--- src/hdl/lome_pkg.sv ---
package lome_pkg;

  // Width of a slot index; the book holds at most 64 slots
  localparam int SLOT_W = 6;
  localparam int DEFAULT_BOOK_DEPTH = 32;
  localparam int MAX_FILLS = 32;
  localparam int FILL_CNT_W = 6;

  // Command broadcast from the controller to every slot cell
  typedef struct packed {
    logic              cancel;
    logic              fill;
    logic              write;
    logic              ask;
    logic [31:0]       limit;
    logic [31:0]       id;
    logic [31:0]       ts;
    logic [31:0]       qty;
    logic [SLOT_W-1:0] idx;
  } cmd_t;

  // Search state handed from one cell to the next
  typedef struct packed {
    logic              best_found;
    logic [SLOT_W-1:0] best_idx;
    logic [31:0]       best_price;
    logic [31:0]       best_time;
    logic [31:0]       best_qty;
    logic [31:0]       best_id;
    logic              free_found;
    logic [SLOT_W-1:0] free_idx;
  } carry_t;

endpackage

--- src/hdl/lome_cell.sv ---
module lome_cell #(
  parameter int CELL_IDX = 0
) (
  input  logic              clk,
  input  logic              rst,
  input  lome_pkg::cmd_t    cmd,
  input  lome_pkg::carry_t  carry_in,
  output lome_pkg::carry_t  carry_out
);

  localparam logic [lome_pkg::SLOT_W-1:0] MY_IDX = lome_pkg::SLOT_W'(CELL_IDX);

  logic        valid;
  logic        side;
  logic [31:0] id;
  logic [31:0] ts;
  logic [31:0] price;
  logic [31:0] qty;

  logic             eligible;
  logic             better;
  lome_pkg::carry_t carry_next;

  // Update the slot from the broadcast command
  always_ff @(posedge clk) begin
    if (rst) begin
      valid <= 1'b0;
    end else if (cmd.write && cmd.idx == MY_IDX) begin
      valid <= 1'b1;
    end else if (cmd.cancel && valid && id == cmd.id) begin
      valid <= 1'b0;
    end else if (cmd.fill && cmd.idx == MY_IDX && qty == cmd.qty) begin
      valid <= 1'b0;
    end
  end

  always_ff @(posedge clk) begin
    if (cmd.write && cmd.idx == MY_IDX) begin
      side  <= cmd.ask;
      id    <= cmd.id;
      ts    <= cmd.ts;
      price <= cmd.limit;
      qty   <= cmd.qty;
    end else if (cmd.fill && cmd.idx == MY_IDX) begin
      qty <= qty - cmd.qty;
    end
  end

  // Compare this slot against the best of the lower slots and find the first free slot
  always_comb begin
    eligible = valid && (side != cmd.ask) &&
               (cmd.ask ? (price >= cmd.limit) : (price <= cmd.limit));
    better = !carry_in.best_found ||
             (cmd.ask ? (price > carry_in.best_price) : (price < carry_in.best_price)) ||
             (price == carry_in.best_price && ts < carry_in.best_time);
    carry_next = carry_in;
    if (eligible && better) begin
      carry_next.best_found = 1'b1;
      carry_next.best_idx   = MY_IDX;
      carry_next.best_price = price;
      carry_next.best_time  = ts;
      carry_next.best_qty   = qty;
      carry_next.best_id    = id;
    end
    if (!carry_in.free_found && !valid) begin
      carry_next.free_found = 1'b1;
      carry_next.free_idx   = MY_IDX;
    end
  end

  // Hand the search result to the next cell
  always_ff @(posedge clk) begin
    carry_out <= carry_next;
  end

endmodule

--- config.mk ---
export PLATFORM = sky130hd
export DESIGN_NAME = lome_cell
export DESIGN_NICKNAME = d
export VERILOG_FILES = /design/src/hdl/lome_pkg.sv /design/src/hdl/lome_cell.sv
export SDC_FILE = /design/constraint.sdc
export NUM_CORES = 1
export LEC_CHECK = 0
export BUFFER_PORTS_ARGS = -buffer_cell sky130_fd_sc_hd__clkbuf_2
export CORE_UTILIZATION = 52
export CTS_BUF_LIST = sky130_fd_sc_hd__clkbuf_8
export DETAILED_ROUTE_END_ITERATION = 10
export GPL_TIMING_DRIVEN = 0
export HOLD_SLACK_MARGIN = 0.02
export PLACE_DENSITY = 0.78
export SLEW_MARGIN = 20
export SYNTH_ARGS = -nofsm -noshare
export SYNTH_HDL_FRONTEND = slang
export SYNTH_SLANG_ARGS = --single-unit
--- constraint.sdc ---
create_clock -name clk -period 10.65 [get_ports clk]
set_input_delay 1.065 -clock clk [delete_from_list [all_inputs] [get_ports clk]]
set_output_delay 1.065 -clock clk [all_outputs]
set_load 0.05 [all_outputs]
* Word level (Yosys, flattened, before mapping)
Cells that the tools add are included.
** Storage, ports and cells
- Flip-flop bits (word level) :: 272
- Bits in latches :: 0
- Bits in writable memories :: 0
- Bits in read-only memories :: 0
- Input bits :: 282
- Output and inout port bits :: 142
- Logic and storage cells :: 50
- Memories :: 0
** Operators by class
- Add/sub/neg operators :: 1
- Multipliers :: 0
- Div/mod/pow operators :: 0
- Magnitude comparators :: 5
- Equality and inequality tests :: 4
- Shift-type cells :: 0
- Mux-type cells :: 8
- Bitwise logic cells :: 0
- Reduce and logical (&&, ||, !) cells :: 18
** Operators with widths (number)
- 128-bit 2-to-1 mux :: 1
- 32-bit == test :: 3
- 32-bit < comparator :: 2
- 32-bit 2-to-1 mux :: 2
- 32-bit >= comparator :: 1
- 32-bit greater-than comparator :: 1
- 32-bit <= comparator :: 1
- 32-bit subtractor :: 1
- 1-bit logical AND :: 10
- 6-bit zero test :: 1
- 1-bit 2-to-1 mux :: 5
- 1-bit zero test :: 3
- 3-bit nonzero test :: 1
- 1-bit logical OR :: 2
- 2-bit nonzero test :: 1
- 1-bit inequality test :: 1

* Logic depth before layout (Yosys ltp)
- Word-level depth :: 6
- Depth in mapped cells :: 13
- Mapped depth without buffers :: 11

* Worst setup path before layout
No wires, ideal clock.
- Kind :: input-to-reg
- Start point :: input port cmd[5] (netlist name)
- End point :: register qty[2] (data pin)
- Library setup time :: 0.391 ns
- Arrival :: 5.374 ns
- Data required time :: 10.259 ns
- Slack :: 4.885 ns
- Cell stages on the path :: 7
- Path through :: or4_1 > nor3_1 > nand2_1 > inv_1 > buf_1 > buf_1 > a21oi_1
** Between the ends
- Longest elaborated chain between the ends :: 3
** Ends and longest elaborated chain
- from (decl) :: RTL line lome_cell.sv:6 : input lome_pkg::cmd_t cmd,
- 6-bit zero test :: RTL line lome_cell.sv:38 : if (cmd.write && cmd.idx == MY_IDX) begin
- 1-bit logical AND :: RTL line lome_cell.sv:38
- 32-bit 2-to-1 mux :: RTL line lome_cell.sv:38
- to (signal assigned) :: RTL line lome_cell.sv:43 : qty <= cmd.qty;
- to (signal assigned) :: RTL line lome_cell.sv:45 : qty <= qty - cmd.qty;
- to (decl) :: RTL line lome_cell.sv:18 : logic [31:0] qty;
Every way passes these cells.
A chain may end at the register's enable or synchronous reset.

==> flow_summary_export.csv <==
group,metric,value,unit
outcome,status,"finished, final reports clean",
sta,timing.final.max_slew_violations,0,
logic_synthesis,synth_mux_area_frac,0.000669,
setup_path,worst_setup_path_start_kind,"input pin",
global_route,grt_max_degree,32,
setup_path,cpPeakStageDelay,0.75,ns
global_route,via_count_of_the_first_global_routing_pass,15666,
route,detail_route.iter0.violations,1630,
floorplan,fp.dieArea,33100,µm²
logic_synthesis,synthXorXnorAreaFrac,0.0292,
cts,cts_max_path_buffers,3,
logic_synthesis,main_combinational_cell_family_by_area_after_synthesis,"compound AO/OA/AOI/OAI gates",
route,antenna_violating_nets_post_route,0,
route,via_per_inst,6.06,
cts,tritoncts,"done",
power_and_ir_drop,vdd.ir_drop.worst,115,µV
worst_hold_path,hold_class,"reg -> reg",
logic_synthesis,combined_area_of_all_synthesized_cells,16800,µm²
sta,fin_worst_hold_slack,0.536,ns
logic_synthesis,synth.net_count,2184,
route,route.final.wire_length,56900,µm
sta,fmax,240,MHz
setup_path,crit_required,11.09,ns
global_route,grt_pass1_wl,86200,µm
cts,post-cts-setup-buffer-count,0,
setup_path,type_of_the_setup_path_with_the_least_slack,"in -> reg",
sta,timing.final.crit_period,4.16,ns
sta,finalSetupViolCount,0,
setup_path,crit_fanout,10,
job,max-cap-violations,0,
cts,clk_root_buffer_cell,"clkbuf_8",
place,dpl-instance-area,19500,µm²
logic_synthesis,number_of_enable_type_register_cells_in_the_synthesized_netlist,129,
sta,grt_setup_unrepaired,"false",
final_layout,final.fill_count,2668,
logic_synthesis,yosysWarningCount,0,
logic_synthesis,asyncSetResetFlopFracSynth,0,
logic_synthesis,compound_cell_area_share_of_the_yosys_netlist,0.230,
sta,setup_total_negative_slack,0,ns
sta,layout_worst_path_cycle_share,0.391,
final_layout,fraction_of_layout_cells_with_a_size_suffix_above_1,0.248,
place,pre_cts_ws,6.04,ns
place,io_buffer_count,422,
floorplan,die_h,182,µm
sta,timing.max_slew.rel_slack,0.290,
cts,tritoncts.num_buffers,48,
setup_path,cp_cell_sequence,"clkbuf_2 > inv_1 > ha_1 > nand2_1 > or3_1 > nor4_1 > nand2_1 > o211ai_1 > clkbuf_1 > clkbuf_1 > nand4b_1 > o311ai_1",
setup_path,r2r_setup_slk,6.65,ns
cts,post_cts.resized_instances,0,
setup_path,critical_path_arrival,4.61,ns
logic_synthesis,synth_top_flop_cell,"dfxtp_1",
floorplan,die_w,182,µm
place,gp_routability_congestion,0.966,
logic_synthesis,seq_area_frac_synth,0.400,
final_layout,flow.area_growth_from_synthesis,21.7,%
cts,worst_setup_hold_path_clk_slew,0.06,ns
global_route,grt_overflow_total,0,
global_route,groute.usage.overall,0.335,
logic_synthesis,synth-adder-area-share,0.0949,
cts,hold_buffers,0,
route,routed-via-count,16337,
cts,clkLatencyLatePin,0.61,ns
floorplan,io-pin-count,424,
power_and_ir_drop,p_leak,9.20,nW
cts,cts_sinks,272,
cts,ctsHtreeMaxLevel,2,
sta,tightest_slew,1.06,ns
route,drt_first_pass_iters,5,
final_layout,finalNetCount,2660,
floorplan,starting_density_of_the_core,0.530,
logic_synthesis,synth-simple-area-share,0.152,
logic_synthesis,synth_seq_cells,272,
setup_path,timing.critical_path.buf_inv,4,
floorplan,core_area,31700,µm²
global_route,grt_antenna_before_repair,8,
floorplan,placement_rows,65,
setup_path,crit_slowest_cell,"clkbuf_1",
logic_synthesis,post_synthesis_mean_instance_area,9.48,µm²
setup_path,end_kind,"flop",
setup_path,timing.critical_path.max_delay_family,"simple AND/OR/NAND/NOR gates",
power_and_ir_drop,pwr_density_cell,130,nW/µm²
sta,timing.final.ws_setup,6.49,ns
route,wl_per_cell,21.1,µm
sta,finalClockSkew,0.0182,ns
logic_synthesis,synth.lib_cells_used.distinct,56,
logic_synthesis,syn_inst,1775,
sta,final_hold_viol_count,0,
route,route.detailed.drc,0,
final_layout,finalInstanceArea,20500,µm²
place,detailedPlacementHpwl,42700,µm
-- cell families after synthesis --
kind of cell	Yosys count
xor+xnor	56
fa+ha+maj	127
mux	1
flops	272
buf+inv	400
compound gates	473
simple gates	446
-- final cells by class --
cell class	instances	area (µm²)	area share
repair buffers	426	2200	0.107
multi-input cells	1103	8520	0.416
clock buffers	59	812	0.0397
inverters	263	987	0.0482
well taps	402	503	0.0246
plain buffers	137	579	0.0283
diodes	7	17.5	0.000856
flip-flops and latches	272	6740	0.329
clock inverters	28	114	0.00556
-- synthesized netlist by cell type, types with 6 or more instances --
master    instances  area, µm²
nand3_1          21        105
nand4b_1        129       1130
o311ai_1         74        648
dfxtp_1         143       2860
buf_6             7       78.8
ha_1            126       1580
nand2_1         173        649
o21ai_0          32        160
xnor2_1          38        333
a21o_1           26        195
buf_2             9       45.0
a21oi_1          75        375
a211oi_1          8       60.1
o211ai_1        142       1070
nor2_1           37        139
nor2b_1          15       93.8
nor3_1           11       55.1
o311ai_2         54        878
xor2_1           18        158
nand4_1          24        150
inv_1           263        987
nor4_1           11       68.8
clkbuf_1        109        409
edfxtp_1        129       3870
o21a_1           21        158
nand2b_1          6       37.5
buf_1            12       45.0
-- power breakdown --
part           leakage [nW]  internal, mW  switching (mW)  total, mW
clock                 0.556         0.498           0.448      0.945
combinational          6.28         0.182           0.371      0.553
sequential             2.37          1.14          0.0152       1.15
total                  9.20          1.82           0.834       2.65
-- worst paths after layout --
| kind | depth (start not counted) | to | startpoint |
|---|---|---|---|
| max | 12 | carry_out[51]$_DFF_P_ | carry_in[134] |
| max reg2reg | 10 | carry_out[51]$_DFF_P_ | price[31]$_DFFE_PP_ |
| min | 1 | carry_out[6]$_SDFF_PP1_ | valid$_SDFFE_PP0P_ |
| min reg2reg | 1 | carry_out[6]$_SDFF_PP1_ | valid$_SDFFE_PP0P_ |
-- flip-flops by register name, summed over array words and instances (netlist names) --
signal,count
carry_out,142
id,32
price,32
qty,32
ts,32
side,1
valid,1
-- cell usage in the layout (no fill, tap or decap), types with 38 or more instances in the layout --
master,count
clkbuf_2,422
inv_1,282
nand2_1,173
dfxtp_1,143
o211ai_1,142
nand4b_1,129
edfxtp_1,129
ha_1,126
clkbuf_1,109
a21oi_1,75
o311ai_1,74
clkbuf_8,59
o311ai_2,54
xnor2_1,38
-- worst reg2reg max path, stage by stage, from the launching register on --
cell      delay [ns]
edfxtp_1        0.44
ha_1            0.32
nand2_1         0.10
or3_1           0.39
nor4_1          0.67
nand2_1         0.14
o211ai_1        0.19
clkbuf_1        0.75
clkbuf_1        0.49
nand4b_1        0.16
o311ai_1        0.19
-- stage by stage --
| stage | total power [mW] | util | std cells |
|---|---|---|---|
| 2_1_floorplan | 1.54 | - | 1775 |
| 3_3_place_gp | 1.71 | 0.613 | 2599 |
| 3_5_place_dp | 1.72 | 0.616 | 2603 |
| 4_1_cts | 2.66 | 0.645 | 2690 |
| 5_1_grt | 2.75 | 0.645 | 2697 |
| 6_report | 2.65 | 0.645 | 2697 |
-- layer usage --
layer | global-route usage | up-vias | part of all wire
met5 | 0 | - | 0.00028
met4 | 0.163 | 2 | 0.044
met3 | 0.0590 | 152 | 0.092
met2 | 0.543 | 916 | 0.46
met1 | 0.432 | 7739 | 0.40
li1 | - | 7528 | -
Note: power is estimated with default switching activity, not from simulation.
